<file path="src/sv/uhb_pkg.sv">
`default_nettype none

package uhb_pkg;

  // Fixed field widths.
  localparam int unsigned BYTE_W  = 8;
  localparam int unsigned WORD_W  = 16;
  localparam int unsigned ADDR_W  = 32;
  localparam int unsigned LEN_W   = 16;
  localparam int unsigned WIDX_W  = 4;
  localparam int unsigned FLEN_W  = 11;
  localparam int unsigned CFG_IDX_W = 1;
  localparam int unsigned CFG_DATA_W = 32;

  // Configuration register indexes.
  localparam logic [CFG_IDX_W-1:0] REG_LOCAL_IP = 1'd0;
  localparam logic [CFG_IDX_W-1:0] REG_TTL      = 1'd1;

  localparam logic [BYTE_W-1:0] TTL_RESET = 8'd64;

  // Header constants.
  localparam logic [WORD_W-1:0] IPV4_VER_IHL  = 16'h4500;
  localparam logic [WORD_W-1:0] IPV4_FLAGS_DF = 16'h4000;
  localparam logic [BYTE_W-1:0] PROTO_UDP     = 8'd17;
  localparam logic [LEN_W-1:0]  HDR_BYTES     = 16'd28;
  localparam logic [LEN_W-1:0]  UDP_HDR_BYTES = 16'd8;

  // Header word positions.
  localparam logic [WIDX_W-1:0] W_VER_TOS   = 4'd0;
  localparam logic [WIDX_W-1:0] W_TOTAL_LEN = 4'd1;
  localparam logic [WIDX_W-1:0] W_IDENT     = 4'd2;
  localparam logic [WIDX_W-1:0] W_FLAGS     = 4'd3;
  localparam logic [WIDX_W-1:0] W_TTL_PROTO = 4'd4;
  localparam logic [WIDX_W-1:0] W_IP_CSUM   = 4'd5;
  localparam logic [WIDX_W-1:0] W_SRC_HI    = 4'd6;
  localparam logic [WIDX_W-1:0] W_SRC_LO    = 4'd7;
  localparam logic [WIDX_W-1:0] W_DST_HI    = 4'd8;
  localparam logic [WIDX_W-1:0] W_DST_LO    = 4'd9;
  localparam logic [WIDX_W-1:0] W_SPORT     = 4'd10;
  localparam logic [WIDX_W-1:0] W_DPORT     = 4'd11;
  localparam logic [WIDX_W-1:0] W_UDP_LEN   = 4'd12;
  localparam logic [WIDX_W-1:0] W_UDP_CSUM  = 4'd13;

  // Both checksums gather ten terms, one per cycle.
  localparam logic [WIDX_W-1:0] LAST_SUM_TERM = 4'd9;

  // Depth of the packet queue between front and back.
  localparam int unsigned QDEPTH = 2;
  localparam int unsigned QPTR_W = $clog2(QDEPTH);

  // Everything the back end needs to build one header.
  typedef struct packed {
    logic [LEN_W-1:0]  plen;
    logic [WORD_W-1:0] pay_sum;
    logic              too_long;
    logic [WORD_W-1:0] sport;
    logic [WORD_W-1:0] dport;
    logic [ADDR_W-1:0] dst_ip;
  } pkt_desc_t;

  // Ones-complement add with the end-around carry folded back in.
  function automatic logic [WORD_W-1:0] fold_add(input logic [WORD_W-1:0] a,
                                                 input logic [WORD_W-1:0] b);
    logic [WORD_W:0] s;
    s = {1'b0, a} + {1'b0, b};
    return s[WORD_W-1:0] + {{(WORD_W-1){1'b0}}, s[WORD_W]};
  endfunction

  // Complement, with an all-zero result sent as all ones.
  function automatic logic [WORD_W-1:0] finish_sum(input logic [WORD_W-1:0] acc);
    logic [WORD_W-1:0] r;
    r = ~acc;
    return (r == '0) ? '1 : r;
  endfunction

endpackage

`default_nettype wire

</file>
<file path="src/sv/uhb_front.sv">
`default_nettype none

module uhb_front import uhb_pkg::*; #(
  parameter int unsigned MAX_PAYLOAD = 1472
) (
  input  wire logic              clk_i,
  input  wire logic              rst_ni,
  input  wire logic              accept_i,
  input  wire logic [BYTE_W-1:0] data_byte_i,
  input  wire logic              has_byte_i,
  input  wire logic              last_i,
  input  wire logic [WORD_W-1:0] sport_i,
  input  wire logic [WORD_W-1:0] dport_i,
  input  wire logic [ADDR_W-1:0] dst_ip_i,
  output logic                   push_o,
  output pkt_desc_t              desc_o
);

  localparam int unsigned CNT_W = $clog2(MAX_PAYLOAD + 1);

  logic [WORD_W-1:0] sum_q, sum_d;
  logic [CNT_W-1:0]  count_q, count_d;
  logic [BYTE_W-1:0] held_q, held_d;
  logic              odd_q, odd_d;
  logic              ovf_q, ovf_d;

  logic              take;
  logic [WORD_W-1:0] pair;
  logic [WORD_W-1:0] tail;
  logic [CNT_W-1:0]  plen;

  always_comb begin
    take = has_byte_i && (count_q < CNT_W'(MAX_PAYLOAD));
    pair = {held_q, data_byte_i};

    sum_d   = sum_q;
    count_d = count_q;
    held_d  = held_q;
    odd_d   = odd_q;
    ovf_d   = ovf_q;

    // The word that completes the sum as if the packet ended here, padded
    // with a zero low byte where a byte is left over.
    if (take) begin
      tail = odd_q ? pair : {data_byte_i, {BYTE_W{1'b0}}};
      plen = count_q + 1'b1;
    end else begin
      tail = odd_q ? {held_q, {BYTE_W{1'b0}}} : '0;
      plen = count_q;
    end

    if (accept_i) begin
      if (take) begin
        if (odd_q) begin
          sum_d  = fold_add(sum_q, pair);
          odd_d  = 1'b0;
          held_d = '0;
        end else begin
          held_d = data_byte_i;
          odd_d  = 1'b1;
        end
        count_d = count_q + 1'b1;
      end else if (has_byte_i) begin
        ovf_d = 1'b1;
      end
      if (last_i) begin
        sum_d   = '0;
        count_d = '0;
        held_d  = '0;
        odd_d   = 1'b0;
        ovf_d   = 1'b0;
      end
    end

    push_o          = accept_i && last_i;
    desc_o.plen     = LEN_W'(plen);
    desc_o.pay_sum  = fold_add(sum_q, tail);
    desc_o.too_long = ovf_q || (has_byte_i && !take);
    desc_o.sport    = sport_i;
    desc_o.dport    = dport_i;
    desc_o.dst_ip   = dst_ip_i;
  end

  always_ff @(posedge clk_i or negedge rst_ni) begin
    if (!rst_ni) begin
      sum_q   <= '0;
      count_q <= '0;
      held_q  <= '0;
      odd_q   <= 1'b0;
      ovf_q   <= 1'b0;
    end else begin
      sum_q   <= sum_d;
      count_q <= count_d;
      held_q  <= held_d;
      odd_q   <= odd_d;
      ovf_q   <= ovf_d;
    end
  end

endmodule

`default_nettype wire

</file>
<file path="src/sv/uhb_queue.sv">
`default_nettype none

module uhb_queue import uhb_pkg::*; (
  input  wire logic       clk_i,
  input  wire logic       rst_ni,
  input  wire logic       push_i,
  input  wire pkt_desc_t  push_data_i,
  input  wire logic       pop_i,
  output pkt_desc_t       pop_data_o,
  output logic            full_o,
  output logic            empty_o
);

  pkt_desc_t           entry_q [QDEPTH];
  logic [QPTR_W-1:0]   wr_ptr_q, rd_ptr_q;
  logic [QPTR_W:0]     count_q;

  assign full_o     = (count_q == (QPTR_W+1)'(QDEPTH));
  assign empty_o    = (count_q == '0);
  assign pop_data_o = entry_q[rd_ptr_q];

  always_ff @(posedge clk_i) begin
    if (push_i) begin
      entry_q[wr_ptr_q] <= push_data_i;
    end
  end

  always_ff @(posedge clk_i or negedge rst_ni) begin
    if (!rst_ni) begin
      wr_ptr_q <= '0;
      rd_ptr_q <= '0;
      count_q  <= '0;
    end else begin
      if (push_i) begin
        wr_ptr_q <= wr_ptr_q + 1'b1;
      end
      if (pop_i) begin
        rd_ptr_q <= rd_ptr_q + 1'b1;
      end
      case ({push_i, pop_i})
        2'b10:   count_q <= count_q + 1'b1;
        2'b01:   count_q <= count_q - 1'b1;
        default: count_q <= count_q;
      endcase
    end
  end

endmodule

`default_nettype wire

</file>
<file path="src/sv/uhb_back.sv">
`default_nettype none

module uhb_back import uhb_pkg::*; (
  input  wire logic              clk_i,
  input  wire logic              rst_ni,
  input  wire logic [ADDR_W-1:0] local_ip_i,
  input  wire logic [BYTE_W-1:0] ttl_i,
  input  wire logic              q_empty_i,
  input  wire pkt_desc_t         q_data_i,
  output logic                   pop_o,
  output logic                   out_valid_o,
  input  wire logic              out_stall_i,
  output logic [WORD_W-1:0]      header_word_o,
  output logic [WIDX_W-1:0]      word_index_o,
  output logic [FLEN_W-1:0]      frame_length_o,
  output logic                   too_long_o,
  output logic                   last_word_o
);

  typedef enum logic [2:0] {
    B_IDLE = 3'b001,
    B_SUM  = 3'b010,
    B_EMIT = 3'b100
  } back_state_e;

  back_state_e       state_q, state_d;
  pkt_desc_t         job_q;
  logic [WIDX_W-1:0] idx_q, idx_d;
  logic [WORD_W-1:0] ip_acc_q, ip_acc_d;
  logic [WORD_W-1:0] udp_acc_q, udp_acc_d;

  logic              out_valid_q;
  logic [WORD_W-1:0] word_q;
  logic [WIDX_W-1:0] windex_q;
  logic [FLEN_W-1:0] flen_q;
  logic              too_long_q;
  logic              last_q;

  logic [WORD_W-1:0] ip_total, udp_len, padded_total;
  logic [WORD_W-1:0] ip_term, udp_term, word_sel;
  logic              emit_go;

  always_comb begin
    ip_total     = HDR_BYTES + job_q.plen;
    udp_len      = UDP_HDR_BYTES + job_q.plen;
    padded_total = ip_total + {{(WORD_W-1){1'b0}}, job_q.plen[0]};

    // IPv4 header words, with the checksum slot at zero while summing.
    case (idx_q)
      W_VER_TOS:   ip_term = IPV4_VER_IHL;
      W_TOTAL_LEN: ip_term = ip_total;
      W_FLAGS:     ip_term = IPV4_FLAGS_DF;
      W_TTL_PROTO: ip_term = {ttl_i, PROTO_UDP};
      W_SRC_HI:    ip_term = local_ip_i[ADDR_W-1:WORD_W];
      W_SRC_LO:    ip_term = local_ip_i[WORD_W-1:0];
      W_DST_HI:    ip_term = job_q.dst_ip[ADDR_W-1:WORD_W];
      W_DST_LO:    ip_term = job_q.dst_ip[WORD_W-1:0];
      default:     ip_term = '0;
    endcase

    // Pseudo header, UDP header and payload, one term per step.
    case (idx_q)
      4'd0:    udp_term = local_ip_i[ADDR_W-1:WORD_W];
      4'd1:    udp_term = local_ip_i[WORD_W-1:0];
      4'd2:    udp_term = job_q.dst_ip[ADDR_W-1:WORD_W];
      4'd3:    udp_term = job_q.dst_ip[WORD_W-1:0];
      4'd4:    udp_term = {{BYTE_W{1'b0}}, PROTO_UDP};
      4'd5:    udp_term = udp_len;
      4'd6:    udp_term = job_q.sport;
      4'd7:    udp_term = job_q.dport;
      4'd8:    udp_term = udp_len;
      4'd9:    udp_term = job_q.pay_sum;
      default: udp_term = '0;
    endcase

    case (idx_q)
      W_IP_CSUM:  word_sel = finish_sum(ip_acc_q);
      W_SPORT:    word_sel = job_q.sport;
      W_DPORT:    word_sel = job_q.dport;
      W_UDP_LEN:  word_sel = udp_len;
      W_UDP_CSUM: word_sel = finish_sum(udp_acc_q);
      default:    word_sel = ip_term;
    endcase
  end

  assign emit_go = (state_q == B_EMIT) && (!out_valid_q || !out_stall_i);
  assign pop_o   = (state_q == B_IDLE) && !q_empty_i;

  always_comb begin
    state_d   = state_q;
    idx_d     = idx_q;
    ip_acc_d  = ip_acc_q;
    udp_acc_d = udp_acc_q;
    case (state_q)
      B_IDLE: begin
        if (!q_empty_i) begin
          state_d   = B_SUM;
          idx_d     = '0;
          ip_acc_d  = '0;
          udp_acc_d = '0;
        end
      end
      B_SUM: begin
        ip_acc_d  = fold_add(ip_acc_q, ip_term);
        udp_acc_d = fold_add(udp_acc_q, udp_term);
        if (idx_q == LAST_SUM_TERM) begin
          state_d = B_EMIT;
          idx_d   = '0;
        end else begin
          idx_d = idx_q + 1'b1;
        end
      end
      B_EMIT: begin
        if (emit_go) begin
          if (idx_q == W_UDP_CSUM) begin
            state_d = B_IDLE;
            idx_d   = '0;
          end else begin
            idx_d = idx_q + 1'b1;
          end
        end
      end
      default: begin
        state_d = B_IDLE;
        idx_d   = '0;
      end
    endcase
  end

  always_ff @(posedge clk_i or negedge rst_ni) begin
    if (!rst_ni) begin
      state_q     <= B_IDLE;
      idx_q       <= '0;
      out_valid_q <= 1'b0;
    end else begin
      state_q <= state_d;
      idx_q   <= idx_d;
      if (emit_go) begin
        out_valid_q <= 1'b1;
      end else if (!out_stall_i) begin
        out_valid_q <= 1'b0;
      end
    end
  end

  always_ff @(posedge clk_i) begin
    ip_acc_q  <= ip_acc_d;
    udp_acc_q <= udp_acc_d;
    if (pop_o) begin
      job_q <= q_data_i;
    end
    if (emit_go) begin
      word_q     <= word_sel;
      windex_q   <= idx_q;
      flen_q     <= padded_total[FLEN_W-1:0];
      too_long_q <= job_q.too_long;
      last_q     <= (idx_q == W_UDP_CSUM);
    end
  end

  assign out_valid_o    = out_valid_q;
  assign header_word_o  = word_q;
  assign word_index_o   = windex_q;
  assign frame_length_o = flen_q;
  assign too_long_o     = too_long_q;
  assign last_word_o    = last_q;

endmodule

`default_nettype wire

</file>
<file path="src/sv/udp_ipv4_header_builder_core.sv">
// UDP over IPv4 header builder.
// Input channel (in_valid_i / in_stall_o): one payload byte per request, with
// has_byte_i low only for an empty packet. The request with last_i high closes
// the packet and supplies the ports and destination address.
// Output channel (out_valid_o / out_stall_i): fourteen 16-bit header words per
// packet in network order, words 0-9 IPv4 and 10-13 UDP; last_word_o marks 13.
// Configuration (cfg_valid_i / cfg_ready_o): index 0 is the local address,
// index 1 the TTL; ready is always high. Write only while the block is idle.
// Throughput: one byte per cycle into the front end while the queue has room;
// the front end keeps the running checksum with a single folding add. The back
// end gathers both checksums and then emits the header words in order, holding
// a word while the output stalls; a two-entry packet queue lets the front end
// keep taking bytes meanwhile.
// in_stall_o rises only while the packet queue is full.
// A stalled receiver holds the current word in the output register; the back
// end waits and the front end continues until the queue fills.
// Reset clears the running sum, counters, queue and output valid; the local
// address resets to zero and the TTL to 64.
`default_nettype none

module udp_ipv4_header_builder_core import uhb_pkg::*; #(
  parameter int unsigned MAX_PAYLOAD = 1472
) (
  input  wire logic                  clk_i,
  input  wire logic                  rst_ni,
  input  wire logic                  in_valid_i,
  output logic                       in_stall_o,
  input  wire logic [BYTE_W-1:0]     data_byte_i,
  input  wire logic                  has_byte_i,
  input  wire logic                  last_i,
  input  wire logic [WORD_W-1:0]     sport_i,
  input  wire logic [WORD_W-1:0]     dport_i,
  input  wire logic [ADDR_W-1:0]     dst_ip_i,
  output logic                       out_valid_o,
  input  wire logic                  out_stall_i,
  output logic [WORD_W-1:0]          header_word_o,
  output logic [WIDX_W-1:0]          word_index_o,
  output logic [FLEN_W-1:0]          frame_length_o,
  output logic                       too_long_o,
  output logic                       last_word_o,
  input  wire logic                  cfg_valid_i,
  output logic                       cfg_ready_o,
  input  wire logic [CFG_IDX_W-1:0]  cfg_index_i,
  input  wire logic [CFG_DATA_W-1:0] cfg_data_i
);

  logic [ADDR_W-1:0] local_ip_q;
  logic [BYTE_W-1:0] ttl_q;

  logic      in_accept;
  logic      push, pop, q_full, q_empty;
  pkt_desc_t push_desc, pop_desc;

  assign cfg_ready_o = 1'b1;
  assign in_stall_o  = q_full;
  assign in_accept   = in_valid_i && !q_full;

  always_ff @(posedge clk_i or negedge rst_ni) begin
    if (!rst_ni) begin
      local_ip_q <= '0;
      ttl_q      <= TTL_RESET;
    end else if (cfg_valid_i && cfg_ready_o) begin
      case (cfg_index_i)
        REG_LOCAL_IP: local_ip_q <= cfg_data_i[ADDR_W-1:0];
        REG_TTL:      ttl_q      <= cfg_data_i[BYTE_W-1:0];
        default:      ;
      endcase
    end
  end

  uhb_front #(
    .MAX_PAYLOAD (MAX_PAYLOAD)
  ) u_front (
    .clk_i       (clk_i),
    .rst_ni      (rst_ni),
    .accept_i    (in_accept),
    .data_byte_i (data_byte_i),
    .has_byte_i  (has_byte_i),
    .last_i      (last_i),
    .sport_i     (sport_i),
    .dport_i     (dport_i),
    .dst_ip_i    (dst_ip_i),
    .push_o      (push),
    .desc_o      (push_desc)
  );

  uhb_queue u_queue (
    .clk_i       (clk_i),
    .rst_ni      (rst_ni),
    .push_i      (push),
    .push_data_i (push_desc),
    .pop_i       (pop),
    .pop_data_o  (pop_desc),
    .full_o      (q_full),
    .empty_o     (q_empty)
  );

  uhb_back u_back (
    .clk_i          (clk_i),
    .rst_ni         (rst_ni),
    .local_ip_i     (local_ip_q),
    .ttl_i          (ttl_q),
    .q_empty_i      (q_empty),
    .q_data_i       (pop_desc),
    .pop_o          (pop),
    .out_valid_o    (out_valid_o),
    .out_stall_i    (out_stall_i),
    .header_word_o  (header_word_o),
    .word_index_o   (word_index_o),
    .frame_length_o (frame_length_o),
    .too_long_o     (too_long_o),
    .last_word_o    (last_word_o)
  );

endmodule

`default_nettype wire

</file>
<file path="config.mk">
export PLATFORM = sky130hd
export DESIGN_NAME = udp_ipv4_header_builder_core
export DESIGN_NICKNAME = d
export VERILOG_FILES = /design/src/sv/uhb_pkg.sv /design/src/sv/uhb_front.sv /design/src/sv/uhb_queue.sv /design/src/sv/uhb_back.sv /design/src/sv/udp_ipv4_header_builder_core.sv
export SDC_FILE = /design/constraint.sdc
export NUM_CORES = 1
export LEC_CHECK = 0
export ABC_AREA = 1
export ABC_CLOCK_PERIOD_IN_PS = 8400
export BUFFER_PORTS_ARGS = -buffer_cell sky130_fd_sc_hd__buf_2
export CAP_MARGIN = 20
export CORE_ASPECT_RATIO = 1.2
export CORE_MARGIN = 3
export CORE_UTILIZATION = 30
export CTS_CLUSTER_DIAMETER = 80
export CTS_CLUSTER_SIZE = 20
export DETAILED_ROUTE_END_ITERATION = 16
export MAX_ROUTING_LAYER = met4
export PLACE_DENSITY = 0.5
export SYNTH_ARGS = -nofsm -noshare
export SYNTH_HDL_FRONTEND = slang
export SYNTH_HIERARCHICAL = 1
export SYNTH_SLANG_ARGS = --single-unit
export TNS_END_PERCENT = 100
</file>
<file path="constraint.sdc">
create_clock -name clk_i -period 8.4 [get_ports clk_i]
set_input_delay 1.26 -clock clk_i [delete_from_list [all_inputs] [get_ports clk_i]]
set_output_delay 1.26 -clock clk_i [all_outputs]
set_load 0.02 [all_outputs]
</file>
==> results.txt <==
After synthesis, the largest area contributor takes up 42.1% of total cell area. In this run the vertical extent of the chip is 324 um. At the placement stage, the worst setup path has a slack of 3.16 ns. The number of slew-limit violations in the final report is 0. The post-placement cell area is 0.0267 mm2. The worst register-to-register path begins at u_back/idx_q[2]. The remaining antenna violation count is 0.

The overall die width came out at 271 um. The hold path startpoint is u_back/job_q[64]. The die footprint is 0.0880 mm2. The number of gates resized after CTS was 0. The global-route wire length before repair is 119000 um.

At the worst endpoint, the arrival time is 5.74 ns. In this run the static leakage power is 12.2 nW. The end point of the most critical hold path is u_back/too_long_o. The number of cells in the finished layout apart from fillers came out at 4124. Entering global routing, the biggest net connects 96 pins. The level count of the clock H-tree is 1. The average via count per standard cell came out at 4.71. The min-delay analysis places its worst path in the category register to register. The least setup slack across all paths after layout came out at 3.01 ns.

After routing the design area is 0.0277 mm2. The worst register-to-register path has a setup slack of 3.01 ns. The combined area of all synthesized cells came out at 0.0253 mm2. The met3 track demand over resource in global routing came out at 2.04%. The number of setup buffers added after CTS is 0. The flip-flop and latch count after synthesis is 444. The post-synthesis sequential area ratio is 50.9%.

In this run, post-CTS hold repair placed 0 buffers. The first-iteration detailed-routing DRC count is 1331. The max-capacitance violation count is 0. Synthesis produced 2913 cells. The endpoint class of the critical path is a register. The slew at the pin closest to its max-slew limit is 1.04 ns.

Headroom to the max-slew limit came out at 30.2%. The timing-limited maximum frequency came out at 0.185 GHz. The number of stages on the worst hold path is 0.

The post-layout net count came out at 3171. The number of antenna violations at the first check in global routing is 6. The most used routing layer is met2. The number of design rule violations left after detail routing came out at 0. Setup repair after global routing left no endpoint under its margin. The signed area change from the synthesized netlist to the final layout is 9.33%.

TritonCTS built the clock tree. The global-route congestion overflow total came out at 0. The insertion delay of the later-clocked pin in the worst-skew pair came out at 0.63 ns. The number of buffer cells added on primary ports is 145. The pre-antenna-repair detailed-routing pass consisted of 5 iterations. The end of the worst register-to-register path is u_back/udp_acc_q[12]. The synthesized netlist contains 68 unique library cells.

The root buffer cell is sky130_fd_sc_hd__clkbuf_16. For this run, the number of Yosys warnings is 6. The core box area came out at 0.0836 mm2. The run finished with clean final reports. The floorplan has 116 rows. The sum of negative setup slack came out at 0 ns.

After synthesis, the mean cell area works out to 8.69 um2. The number of setup violations in the final report came out at 0. The share of flip-flops with an asynchronous set or reset after synthesis is 20.0%.

For this run, global-route usage on met1 was measured as 21.5%. In this run the worst path has a maximum fanout of 13. Measured in cells, the most critical reg-to-reg path has a length of 27. Ranked by total cell area, the synthesized netlist is headed by sky130_fd_sc_hd__edfxtp_1 (42%), sky130_fd_sc_hd__nand2_1 (11%), sky130_fd_sc_hd__dfrtp_1 (8.6%). Global routing consumed, on the met2 layer, 33.1% of the routing resources. The worst-case IR drop observed on VDD is 0.141 mV. The final estimated routing congestion in global placement came out at 0.978.

The worst clock skew came out at 0.0417 ns. sky130_fd_sc_hd__edfxtp_1 takes more of the synthesized area than any other cell. The final count of hold timing violations is 0. The post-route netlist has 11.0% of its cells at a drive strength greater than 1. The power per standard cell area came out at 318 mW/mm2.

The total power draw is 0.00880 W. In the final routed layout, each cell accounts on average for 19.4 um. The count of fill cells added during filler insertion is 8840. The total I/O pin count came out at 148. The number of global-route vias before repair was 18.9k.

The critical path is of the register to register type. For this run, the total global-route usage over all layers was measured as 18.4%. After clock tree synthesis, the clock-pin slew on the worst setup and hold paths is 0.08 ns. After detailed routing, the total wire length is 79800 um. Counting the buffers created by CTS gives 31. The half-perimeter wire length after placement came out at 63700 um. The number of instances in the placed design is 4063. Counting flops with a built-in enable in the synthesized netlist gives 355. The worst setup path is launched from a register. The smallest clock period supported by the final layout is computed as 5.39 ns. The number of clock sinks is 444. The initial core utilization came out at 30.3%. The part of the cycle the worst path needs came out at 64.2%. The maximum number of buffers from clock root to sink is 3. The primary flip-flop cell chosen by synthesis mapping is sky130_fd_sc_hd__edfxtp_1. Across all layers, the routed design uses 19.4k vias. Data on the critical path is required at its endpoint by 8.74 ns.
report_power, final:
group          total, W  internal (W)  switching [W]  leakage (nW)
Clock           0.00154      0.000723       0.000813         0.478
Combinational   0.00362       0.00100        0.00261          7.32
Sequential      0.00365       0.00315       0.000501          4.45
sequential cells by signal (all words and copies together) (netlist names), 2 cells and up:
name and flops:
u_queue/entry_q 194, u_back/job_q 97, local_ip_q 32, u_back/header_word_o 16
u_back/ip_acc_q 16, u_back/udp_acc_q 16, u_front/sum_q 16, u_front/count_q 11
u_back/frame_length_o 10, ttl_q 8, u_front/held_q 8, u_back/idx_q 4
u_back/word_index_o 4, u_back/state_q 3, u_queue/count_q 2
Yosys cell counts (20+ instances only):
| cell type | n |
|---|---|
| sky130_fd_sc_hd__nand3_1 | 194 |
| sky130_fd_sc_hd__dfrtp_1 | 87 |
| sky130_fd_sc_hd__a221oi_1 | 27 |
| sky130_fd_sc_hd__nand2_1 | 775 |
| sky130_fd_sc_hd__o22ai_1 | 34 |
| sky130_fd_sc_hd__nor2_1 | 187 |
| sky130_fd_sc_hd__nor2_2 | 20 |
| sky130_fd_sc_hd__nand4_1 | 29 |
| sky130_fd_sc_hd__buf_4 | 86 |
| sky130_fd_sc_hd__buf_2 | 21 |
| sky130_fd_sc_hd__nor3_1 | 26 |
| sky130_fd_sc_hd__xor2_1 | 37 |
| sky130_fd_sc_hd__o21ai_0 | 189 |
| sky130_fd_sc_hd__nand2_2 | 32 |
| sky130_fd_sc_hd__a21oi_1 | 86 |
| sky130_fd_sc_hd__edfxtp_1 | 355 |
| sky130_fd_sc_hd__inv_1 | 441 |
| sky130_fd_sc_hd__ha_1 | 80 |
critical path, cell delays in order, from the launching register on:
cell	delay, ns
sky130_fd_sc_hd__dfrtp_1	0.49
sky130_fd_sc_hd__nor2_1	0.74
sky130_fd_sc_hd__nand2_1	0.34
sky130_fd_sc_hd__inv_2	0.36
sky130_fd_sc_hd__nor2_4	0.13
sky130_fd_sc_hd__clkinv_1	0.21
sky130_fd_sc_hd__a22oi_1	0.10
sky130_fd_sc_hd__nand4_1	0.12
sky130_fd_sc_hd__ha_1	0.26
sky130_fd_sc_hd__fa_1	0.29
sky130_fd_sc_hd__nand2_1	0.10
sky130_fd_sc_hd__nand2_1	0.10
sky130_fd_sc_hd__nand3_1	0.09
sky130_fd_sc_hd__nand2_1	0.09
sky130_fd_sc_hd__nand2_1	0.08
sky130_fd_sc_hd__nand2_1	0.09
sky130_fd_sc_hd__a21oi_1	0.06
sky130_fd_sc_hd__o21bai_1	0.20
sky130_fd_sc_hd__ha_1	0.18
sky130_fd_sc_hd__nand2_1	0.11
sky130_fd_sc_hd__nor2_4	0.14
sky130_fd_sc_hd__nand3_2	0.13
sky130_fd_sc_hd__nor2_4	0.14
sky130_fd_sc_hd__nand3_4	0.12
sky130_fd_sc_hd__nor2_4	0.13
sky130_fd_sc_hd__nand3_1	0.10
sky130_fd_sc_hd__o21ai_0	0.15
sky130_fd_sc_hd__nor2_1	0.06
final cells by class:
type / instances / area (um2) / share of cell area [%]
Inverter: 464 / 1750 / 6.33
Tap cell: 1121 / 1400 / 5.07
Antenna cell: 6 / 15.0 / 0.0542
Multi-Input combinational cell: 1873 / 9790 / 35.4
Clock buffer: 42 / 831 / 3.00
Sequential cell: 444 / 12900 / 46.6
Clock inverter: 13 / 153 / 0.551
Timing Repair Buffer: 161 / 848 / 3.06
worst max-delay path by stage:
stage	endpoint	slack (ns)	start	cells after the start
finish	u_back/udp_acc_q[12]	3.01	u_back/idx_q[2]	27
CTS	u_back/udp_acc_q[12]	3.09	u_back/idx_q[2]	27
global route	u_back/udp_acc_q[15]	2.51	u_back/idx_q[2]	27
floorplan	u_queue/entry_q[0][0]	2.12	in_valid_i	6
global placement	u_queue/entry_q[0][75]	3.22	has_byte_i	24
detailed placement	u_back/udp_acc_q[15]	3.16	u_back/idx_q[2]	27
routing by layer:
layer,routed length [um],share of wire (%)
met2,40900,51
met5,0,0
met1,33100,41
met4,2920,3.7
met3,2920,3.7
cells in the final DEF, fill, tap and decap left out, drive strengths merged, types with 6 or more instances in the layout:
cell and n:
a21oi 88, clkbuf 42, o21bai 7, nor2 219
xor2 39, buf 161, nand4 29, nor4 9
ha 80, o22ai 34, clkinv 10, a221oi 29
o21ai 198, a32o 8, nor3 28, diode 6
nand2 811, o2111ai 6, xnor2 12, nand3b 9
nand3 206, dfrtp 87, inv 467, conb 7
edfxtp 355
cells by family after synthesis:
logic type | count (synthesis) | synth area share, %
XOR/XNOR | 51 | 1.85
AND/OR/NAND/NOR | 1322 | 22.8
other | 3 | 0.0445
flip-flops | 444 | 50.9
buffers and inverters | 600 | 10.6
AO/OA/AOI/OAI | 409 | 9.54
adder cells (fa/ha/maj) | 84 | 4.27
metrics by stage:
stage / util (%) / hold WS [ns]
after CTS: 33.1 / 0.430
after detailed placement: 31.9 / 0.423
after global routing: 33.1 / 0.444
after global placement: 31.9 / 0.408
final: 33.1 / 0.426
after floorplan: - / 0.400
Note: power is estimated with default switching activity, not from simulation.
